$ cat config.mk
export PLATFORM = sky130hd
export DESIGN_NAME = sha1_hash_engine
export DESIGN_NICKNAME = d
export VERILOG_FILES = /design/src/rtl/sha1_pkg.sv /design/src/rtl/sha1_hash_engine.sv /design/src/rtl/sha1_front.sv /design/src/rtl/sha1_fifo.sv /design/src/rtl/sha1_back.sv
export SDC_FILE = /design/constraint.sdc
export NUM_CORES = 2
export LEC_CHECK = 0
export BUFFER_PORTS_ARGS = -buffer_cell sky130_fd_sc_hd__buf_4
export CAP_MARGIN = 30
export CORE_UTILIZATION = 53
export CTS_CLUSTER_SIZE = 40
export DETAILED_ROUTE_END_ITERATION = 7
export PLACE_DENSITY = 0.69
export SLEW_MARGIN = 10
export SYNTH_ARGS = -nofsm -noshare
export SYNTH_HDL_FRONTEND = slang
export SYNTH_HIERARCHICAL = 1
export SYNTH_SLANG_ARGS = --single-unit
$ cat constraint.sdc
create_clock -name clk -period 16.6 [get_ports clk]
set_clock_uncertainty 0.15 [all_clocks]
set_input_delay 0 -clock clk [delete_from_list [all_inputs] [get_ports clk]]
set_output_delay 0 -clock clk [all_outputs]
set_load 0.02 [all_outputs]
$ cat src/rtl/sha1_pkg.sv
// Shared types and constants for the SHA-1 hash engine.
package sha1_pkg;

    typedef enum logic {
        CMD_BYTE   = 1'b0,
        CMD_FINISH = 1'b1
    } cmd_t;

    typedef struct packed {
        cmd_t        kind;
        logic [63:0] data;
    } q_entry_t;

    localparam int Q_DEPTH = 4;
    localparam int Q_PTR_W = $clog2(Q_DEPTH);

    localparam logic [4:0][31:0] H_INIT = {
        32'hC3D2E1F0, 32'h10325476, 32'h98BADCFE, 32'hEFCDAB89, 32'h67452301
    };

    localparam logic [31:0] K_0 = 32'h5A827999;
    localparam logic [31:0] K_1 = 32'h6ED9EBA1;
    localparam logic [31:0] K_2 = 32'h8F1BBCDC;
    localparam logic [31:0] K_3 = 32'hCA62C1D6;

    localparam logic [7:0] PAD_BYTE = 8'h80;

endpackage

$ cat src/rtl/sha1_hash_engine.sv
// SHA-1 hash engine top level: front end, command queue and compression back end.
// Each full 64-byte block runs 80 rounds on the single round unit, then one
// chaining update; meanwhile new commands wait in the queue.
// Finish: padding and length bytes fill one or two blocks, then five words.
// Reset: asynchronous active-low; chaining words and byte count return to initial values.
module sha1_hash_engine (
    input  logic        clk,
    input  logic        rst_n,
    input  logic        req_valid,
    output logic        req_ready,
    input  logic        action,
    input  logic [7:0]  data_byte,
    output logic        rsp_valid,
    input  logic        rsp_ready,
    output logic [31:0] digest_word,
    output logic [2:0]  word_index,
    output logic        last
);

    // queue handshake between front end and back end
    logic               q_ready;
    logic               q_push;
    sha1_pkg::q_entry_t q_push_entry;
    logic               q_pop;
    logic               q_valid;
    sha1_pkg::q_entry_t q_pop_entry;

    // Accept transactions and turn them into byte or finish commands;
    // finish carries the message length in bits.
    sha1_front u_front (
        .clk       (clk),
        .rst_n     (rst_n),
        .req_valid (req_valid),
        .req_ready (req_ready),
        .action    (action),
        .data_byte (data_byte),
        .q_ready   (q_ready),
        .q_push    (q_push),
        .q_entry   (q_push_entry)
    );

    // Hold commands while the back end runs rounds; the front accepts until it fills.
    sha1_fifo u_fifo (
        .clk        (clk),
        .rst_n      (rst_n),
        .push       (q_push),
        .push_entry (q_push_entry),
        .push_ready (q_ready),
        .pop        (q_pop),
        .pop_valid  (q_valid),
        .pop_entry  (q_pop_entry)
    );

    // Assemble blocks, pad, compress and drive the registered digest output.
    sha1_back u_back (
        .clk         (clk),
        .rst_n       (rst_n),
        .q_valid     (q_valid),
        .q_entry     (q_pop_entry),
        .q_pop       (q_pop),
        .rsp_valid   (rsp_valid),
        .rsp_ready   (rsp_ready),
        .digest_word (digest_word),
        .word_index  (word_index),
        .last        (last)
    );

endmodule

$ cat src/rtl/sha1_front.sv
// Front end: accept transactions, count message bytes, classify into queue commands.
module sha1_front (
    input  logic               clk,
    input  logic               rst_n,
    input  logic               req_valid,
    output logic               req_ready,
    input  logic               action,
    input  logic [7:0]         data_byte,
    input  logic               q_ready,
    output logic               q_push,
    output sha1_pkg::q_entry_t q_entry
);

    logic [60:0] count_reg;
    logic [60:0] count_next;

    assign req_ready = q_ready;
    assign q_push    = req_valid && q_ready;

    always_comb
    begin
        count_next = count_reg;
        if (action == sha1_pkg::CMD_FINISH)
        begin
            q_entry.kind = sha1_pkg::CMD_FINISH;
            q_entry.data = {count_reg, 3'b000};
            count_next   = '0;
        end
        else
        begin
            q_entry.kind = sha1_pkg::CMD_BYTE;
            q_entry.data = {56'd0, data_byte};
            count_next   = count_reg + 61'd1;
        end
    end

    always_ff @(posedge clk or negedge rst_n)
    begin
        if (!rst_n)
        begin
            count_reg <= '0;
        end
        else if (q_push)
        begin
            count_reg <= count_next;
        end
    end

endmodule

$ cat src/rtl/sha1_fifo.sv
// Short command queue between front end and compression back end.
module sha1_fifo (
    input  logic               clk,
    input  logic               rst_n,
    input  logic               push,
    input  sha1_pkg::q_entry_t push_entry,
    output logic               push_ready,
    input  logic               pop,
    output logic               pop_valid,
    output sha1_pkg::q_entry_t pop_entry
);

    sha1_pkg::q_entry_t mem [sha1_pkg::Q_DEPTH];

    logic [sha1_pkg::Q_PTR_W-1:0] wr_ptr_reg;
    logic [sha1_pkg::Q_PTR_W-1:0] rd_ptr_reg;
    logic [sha1_pkg::Q_PTR_W:0]   fill_reg;
    logic                         do_push;
    logic                         do_pop;

    assign push_ready = (fill_reg != sha1_pkg::Q_PTR_W'(0) + (sha1_pkg::Q_PTR_W+1)'(sha1_pkg::Q_DEPTH));
    assign pop_valid  = (fill_reg != '0);
    assign pop_entry  = mem[rd_ptr_reg];
    assign do_push    = push && push_ready;
    assign do_pop     = pop && pop_valid;

    always_ff @(posedge clk)
    begin
        if (do_push)
        begin
            mem[wr_ptr_reg] <= push_entry;
        end
    end

    always_ff @(posedge clk or negedge rst_n)
    begin
        if (!rst_n)
        begin
            wr_ptr_reg <= '0;
            rd_ptr_reg <= '0;
            fill_reg   <= '0;
        end
        else
        begin
            if (do_push)
            begin
                wr_ptr_reg <= wr_ptr_reg + 1'b1;
            end
            if (do_pop)
            begin
                rd_ptr_reg <= rd_ptr_reg + 1'b1;
            end
            if (do_push && !do_pop)
            begin
                fill_reg <= fill_reg + 1'b1;
            end
            else if (do_pop && !do_push)
            begin
                fill_reg <= fill_reg - 1'b1;
            end
        end
    end

endmodule

$ cat src/rtl/sha1_back.sv
// Back end: block assembly, padding, 80-round compression and digest output.
module sha1_back (
    input  logic               clk,
    input  logic               rst_n,
    input  logic               q_valid,
    input  sha1_pkg::q_entry_t q_entry,
    output logic               q_pop,
    output logic               rsp_valid,
    input  logic               rsp_ready,
    output logic [31:0]        digest_word,
    output logic [2:0]         word_index,
    output logic               last
);

    typedef enum logic [5:0] {
        S_ACCEPT = 6'b000001,
        S_PAD    = 6'b000010,
        S_LEN    = 6'b000100,
        S_ROUND  = 6'b001000,
        S_UPD    = 6'b010000,
        S_OUT    = 6'b100000
    } state_t;

    state_t state_reg, state_next;
    state_t ret_reg, ret_next;

    logic [5:0]        pos_reg, pos_next;
    logic [23:0]       acc_reg, acc_next;
    logic [63:0]       len_reg, len_next;
    logic              first_reg, first_next;
    logic [6:0]        rnd_reg, rnd_next;
    logic [2:0]        cnt_reg, cnt_next;
    logic [4:0][31:0]  h_reg;
    logic [31:0]       a_reg, b_reg, c_reg, d_reg, e_reg;
    logic [31:0]       sched [16];
    logic              out_valid_reg;
    logic [31:0]       out_word_reg;
    logic [2:0]        out_idx_reg;

    logic              ins_valid;
    logic [7:0]        ins_byte;
    logic              out_load;
    logic              block_full;
    logic [31:0]       f_val;
    logic [31:0]       k_val;
    logic [31:0]       t_val;
    logic [31:0]       w_new;

    assign block_full = ins_valid && (pos_reg == 6'd63);

    always_comb
    begin
        state_next = state_reg;
        ret_next   = ret_reg;
        pos_next   = pos_reg;
        acc_next   = acc_reg;
        len_next   = len_reg;
        first_next = first_reg;
        rnd_next   = rnd_reg;
        cnt_next   = cnt_reg;
        q_pop      = 1'b0;
        ins_valid  = 1'b0;
        ins_byte   = 8'd0;
        out_load   = 1'b0;
        unique case (state_reg)
            S_ACCEPT:
            begin
                if (q_valid)
                begin
                    q_pop = 1'b1;
                    if (q_entry.kind == sha1_pkg::CMD_BYTE)
                    begin
                        ins_valid = 1'b1;
                        ins_byte  = q_entry.data[7:0];
                    end
                    else
                    begin
                        len_next   = q_entry.data;
                        first_next = 1'b1;
                        state_next = S_PAD;
                    end
                end
            end
            S_PAD:
            begin
                ins_valid  = 1'b1;
                ins_byte   = first_reg ? sha1_pkg::PAD_BYTE : 8'd0;
                first_next = 1'b0;
                if (pos_reg == 6'd55)
                begin
                    state_next = S_LEN;
                end
            end
            S_LEN:
            begin
                ins_valid = 1'b1;
                ins_byte  = len_reg[63:56];
                len_next  = {len_reg[55:0], 8'd0};
            end
            S_ROUND:
            begin
                rnd_next = rnd_reg + 7'd1;
                if (rnd_reg == 7'd79)
                begin
                    rnd_next   = '0;
                    state_next = S_UPD;
                end
            end
            S_UPD:
            begin
                state_next = ret_reg;
            end
            S_OUT:
            begin
                if (!out_valid_reg || rsp_ready)
                begin
                    out_load = 1'b1;
                    cnt_next = cnt_reg + 3'd1;
                    if (cnt_reg == 3'd4)
                    begin
                        cnt_next   = '0;
                        state_next = S_ACCEPT;
                    end
                end
            end
            default:
            begin
                state_next = S_ACCEPT;
            end
        endcase

        if (ins_valid)
        begin
            pos_next = pos_reg + 6'd1;
            acc_next = {acc_reg[15:0], ins_byte};
            if (block_full)
            begin
                // resume where the byte came from; length bytes lead to output
                ret_next   = (state_reg == S_LEN) ? S_OUT : state_reg;
                state_next = S_ROUND;
            end
        end
    end

    // round function
    always_comb
    begin
        if (rnd_reg < 7'd20)
        begin
            f_val = (b_reg & c_reg) | (~b_reg & d_reg);
            k_val = sha1_pkg::K_0;
        end
        else if (rnd_reg < 7'd40)
        begin
            f_val = b_reg ^ c_reg ^ d_reg;
            k_val = sha1_pkg::K_1;
        end
        else if (rnd_reg < 7'd60)
        begin
            f_val = (b_reg & c_reg) | (b_reg & d_reg) | (c_reg & d_reg);
            k_val = sha1_pkg::K_2;
        end
        else
        begin
            f_val = b_reg ^ c_reg ^ d_reg;
            k_val = sha1_pkg::K_3;
        end
    end

    assign t_val = {a_reg[26:0], a_reg[31:27]} + f_val + e_reg + k_val + sched[0];
    assign w_new = {sched[13][30:0] ^ sched[8][30:0] ^ sched[2][30:0] ^ sched[0][30:0],
                    sched[13][31] ^ sched[8][31] ^ sched[2][31] ^ sched[0][31]};

    // message schedule window, oldest word at index 0
    always_ff @(posedge clk)
    begin
        if ((ins_valid && (pos_reg[1:0] == 2'd3)) || (state_reg == S_ROUND))
        begin
            for (int i = 0; i < 15; i++)
            begin
                sched[i] <= sched[i+1];
            end
            sched[15] <= (state_reg == S_ROUND) ? w_new : {acc_reg, ins_byte};
        end
    end

    always_ff @(posedge clk)
    begin
        if (block_full)
        begin
            a_reg <= h_reg[0];
            b_reg <= h_reg[1];
            c_reg <= h_reg[2];
            d_reg <= h_reg[3];
            e_reg <= h_reg[4];
        end
        else if (state_reg == S_ROUND)
        begin
            a_reg <= t_val;
            b_reg <= a_reg;
            c_reg <= {b_reg[1:0], b_reg[31:2]};
            d_reg <= c_reg;
            e_reg <= d_reg;
        end
    end

    always_ff @(posedge clk)
    begin
        acc_reg <= acc_next;
        len_reg <= len_next;
        if (out_load)
        begin
            out_word_reg <= h_reg[cnt_reg];
            out_idx_reg  <= cnt_reg;
        end
    end

    always_ff @(posedge clk or negedge rst_n)
    begin
        if (!rst_n)
        begin
            state_reg     <= S_ACCEPT;
            ret_reg       <= S_ACCEPT;
            pos_reg       <= '0;
            first_reg     <= 1'b0;
            rnd_reg       <= '0;
            cnt_reg       <= '0;
            h_reg         <= sha1_pkg::H_INIT;
            out_valid_reg <= 1'b0;
        end
        else
        begin
            state_reg <= state_next;
            ret_reg   <= ret_next;
            pos_reg   <= pos_next;
            first_reg <= first_next;
            rnd_reg   <= rnd_next;
            cnt_reg   <= cnt_next;
            if (state_reg == S_UPD)
            begin
                h_reg[0] <= h_reg[0] + a_reg;
                h_reg[1] <= h_reg[1] + b_reg;
                h_reg[2] <= h_reg[2] + c_reg;
                h_reg[3] <= h_reg[3] + d_reg;
                h_reg[4] <= h_reg[4] + e_reg;
            end
            else if (out_load && (cnt_reg == 3'd4))
            begin
                h_reg <= sha1_pkg::H_INIT;
            end
            if (out_load)
            begin
                out_valid_reg <= 1'b1;
            end
            else if (rsp_ready)
            begin
                out_valid_reg <= 1'b0;
            end
        end
    end

    assign rsp_valid   = out_valid_reg;
    assign digest_word = out_word_reg;
    assign word_index  = out_idx_reg;
    assign last        = (out_idx_reg == 3'd4);

    a_round_block_aligned: assert property (@(posedge clk) disable iff (!rst_n)
        (state_reg == S_ROUND) |-> (pos_reg == 6'd0))
        else $error("compression started off a block boundary");

    a_round_count: assert property (@(posedge clk) disable iff (!rst_n)
        (state_reg == S_ROUND) |-> (rnd_reg < 7'd80))
        else $error("round counter out of range");

    a_len_tail: assert property (@(posedge clk) disable iff (!rst_n)
        (state_reg == S_LEN) |-> (pos_reg[5:3] == 3'b111))
        else $error("length bytes outside the block tail");

    a_chain_restart: assert property (@(posedge clk) disable iff (!rst_n)
        (out_load && (cnt_reg == 3'd4)) |=>
        ((h_reg == sha1_pkg::H_INIT) && (state_reg == S_ACCEPT) && last))
        else $error("chain not restored after digest");

endmodule

==> impl_metrics.toml <==
[status]
status = "finished with violations"
violations = "DRC"

[setup_path]
cpMostUsedCell = "fa_1"
startpoint_type = "flop"
crit_required_ps = 16990
path_delay_family = "compound AO/OA/AOI/OAI gates"
crit_chain = "a41oi_1 > inv_1 > nor2_2 > clkinv_1 > a222oi_1 > fa_1 > fa_1 > fa_1 > inv_1 > ha_1 > inv_1 > fa_1 > nor2b_1 > o21a_1 > o21ai_0 > a311oi_1 > o211ai_1 > a21oi_1 > a211oi_1 > o41ai_1 > xor2_1 > mux2_2"
cp-end-kind = "flop"
slowest_delay_ps = 720
cp_num_buf_inv = 4
cp_slowest_cell = "a41oi_1"
cp.arrival_ps = 8330
worst-path-max-fanout = 18
worst-setup-path-type = "reg2reg"

[detailed_routing]
dr.pass1.iters = 8
routedWlPerCell_um = 22.55
drt_wl_total_um = 149300
ant_nets = 0
drt_iter0_drc = 4048
drc = 1
vias = 38800
viasPerCell = 5.857

[placement]
port_buffers = 50
place_inst = 6346
dp_hpwl_um = 99080
gp_congestion = 0.9420

[timing]
post-route-period-util = 0.4783
tns_ps = 0
holdWs_ps = 61.63
setup_viol = 0
period_needed_ps = 7940
final-hold-violation-count = 0
rsz0062_at_grt = "no"
relSlewSlack = 0.3223
tightestPinTransition_ps = 1017
maxSlewViolCount = 0
clock.fmax_ghz = 0.1259

[cells_and_area]
area_growth_pct = 10.87
antennaDiodeCount = 0
mostFrequentLayoutCell = "edfxtp_1"
final_cells = 6624
nets = 5326
final_cell_mix = "edfxtp_1 (1055), nand2_1 (771), inv_1 (305)"
drive_gt1_frac = 0.1096
largest_register_ffs = 512

[synthesis]
ys_ff_latch = 1313
syn_area_per_cell_um2 = 12.82
synth_ff_type = "edfxtp_1"
netlist_area_mm2 = 0.06261
synthCells = 4885
synth_edf_count = 1055
synth_warnings = 6
synth_cell_types = 86
syn_nets = 5227
synthArstFlopShare = 0.1965
yosysSeqAreaShare = 0.6108

[clock_network]
tritoncts = "done"
cts_buffers = 139
clockBufferDepth = 3
cts.sink_count = 1313
worstSkewPairLatency_ps = 780
root_buffer = "clkbuf_16"
h-tree-depth = 4
path_clk_slew_ps = 60

[die]
row_count = 125
io_pins = 51
start_util = 0.5366
core_mm2 = 0.1167
die_area_mm2 = 0.1195
die_height_um = 345.7
die_x_um = 345.7

[power]
p_leak_nw = 26.44
vdd_drop_max_v = 0.0001325
p_per_area_mw_per_mm2 = 128.5

[global_routing]
grtUsageTotal = 0.2531
grt_overflow = 0
antenna_found_initial = 1
grt_pass1_vias = 38390
grt_pass1_wl_um = 230100
grt_max_degree = 188

[flow_run]
maxCapViolCount = 0

[hold_path]
min_path_type = "in2reg"
per-layer routing:
metal | routed length, µm | share of wire | vias to the layer above | GRT usage
met5 | 0 | 0 | - | 0
met4 | 4850 | 0.032 | 0 | 0.09333
li1 | - | - | 17820 | -
met3 | 10430 | 0.070 | 251 | 0.04308
met2 | 69900 | 0.47 | 1369 | 0.3975
met1 | 64170 | 0.43 | 19360 | 0.3561
worst reg2reg max path, cell delays in order (launching register included):
cell and delay (ps):
dfrtp_1 480, a41oi_1 720, inv_1 250, nor2_2 190
clkinv_1 660, a222oi_1 630, fa_1 510, fa_1 580
fa_1 410, inv_1 70, ha_1 170, inv_1 60
fa_1 400, nor2b_1 140, o21a_1 140, o21ai_0 140
a311oi_1 440, o211ai_1 210, a21oi_1 360, a211oi_1 140
o41ai_1 480, xor2_1 110, mux2_2 270
worst paths after layout:
kind | from | end | slack (ps) | cells after the start
min reg2reg | u_back/sched[0][208] | u_back/sched[0][176] | 260 | 0
max in group asynchronous | rst_n | u_back/h_reg[103] | 14240 | 5
min | data_byte[1] | u_fifo/mem[2][1] | 60 | 3
min in group asynchronous | rst_n | u_back/h_reg[151] | 460 | 3
max | u_back/rnd_reg[4] | u_back/a_reg[29] | 8660 | 22
max reg2reg | u_back/rnd_reg[4] | u_back/a_reg[29] | 8660 | 22
per-stage QoR:
step	setup slack [ps]	total power [mW]	instance area, µm²	utilization
2_1_floorplan	2605	5.710	62610	-
3_3_place_gp	8844	5.886	64500	0.5528
3_5_place_dp	8746	5.953	64680	0.5544
4_1_cts	8731	9.007	69380	0.5947
5_1_grt	8250	9.285	69410	0.5949
6_report	8660	8.917	69410	0.5949
area by class of cell:
cell class                      instances  area [µm²]
Clock inverter                         58       634.4
Tap cell                             1524        1907
Sequential cell                      1313       38250
Fill cell                            9121       47260
Multi-Input combinational cell       3104       22490
Timing Repair Buffer                  118        1126
Inverter                              308        1156
Clock buffer                          199        3846
power by group:
part,switching (mW),total [mW],internal (mW)
combinational,0.786,1.30,0.515
clock,1.32,3.04,1.72
sequential,0.244,4.58,4.34
total,2.35,8.92,6.57
kinds of logic after synthesis:
logic type                 synth area share
DFF                                  0.6108
and+or+nand+nor                      0.1012
buffers and inverters               0.03116
AOI/OAI and AO/OA                   0.08825
adders and majority gates           0.08086
xor gates and xnor gates            0.04253
muxes                               0.04519
cells in the mapped netlist, types with 8 or more instances:
master,count,area share
nor3_1,37,0.0030
nand2b_1,26,0.0026
buf_1,9,0.00054
or4_1,18,0.0022
inv_1,306,0.018
nor3b_1,8,0.00096
dfstp_2,82,0.034
xnor2_1,197,0.028
buf_6,8,0.0014
xor2_1,107,0.015
fa_1,126,0.040
a31oi_1,18,0.0018
mux4_2,97,0.035
edfxtp_1,1055,0.51
nand3_1,55,0.0044
nand2_1,774,0.046
o22a_1,11,0.0015
mux2_2,35,0.0063
or2_2,9,0.00090
clkbuf_1,98,0.0059
a222oi_1,17,0.0027
a21o_1,84,0.010
a21oi_1,288,0.023
ha_1,203,0.041
and2_1,76,0.0076
o21ai_0,264,0.021
a41oi_1,8,0.0011
buf_2,34,0.0027
and3_1,28,0.0028
o21a_1,17,0.0020
o22ai_1,16,0.0016
nor2b_1,18,0.0018
o211ai_1,14,0.0017
nand4_1,44,0.0044
or3_1,28,0.0028
dfrtp_1,176,0.070
nor4_1,11,0.0011
o21bai_1,38,0.0046
a22o_1,23,0.0032
nor2_1,252,0.015
a211oi_1,19,0.0023
o31ai_1,23,0.0028
mux2i_1,25,0.0040
timing repair:
item | CTS | global route
gates resized for setup | 0 | 0
setup buffers | 0 | 0
hold endpoints to repair | 239 | 0
hold buffers | 20 | 0
No activity file was read; power rests on OpenSTA's default activity.
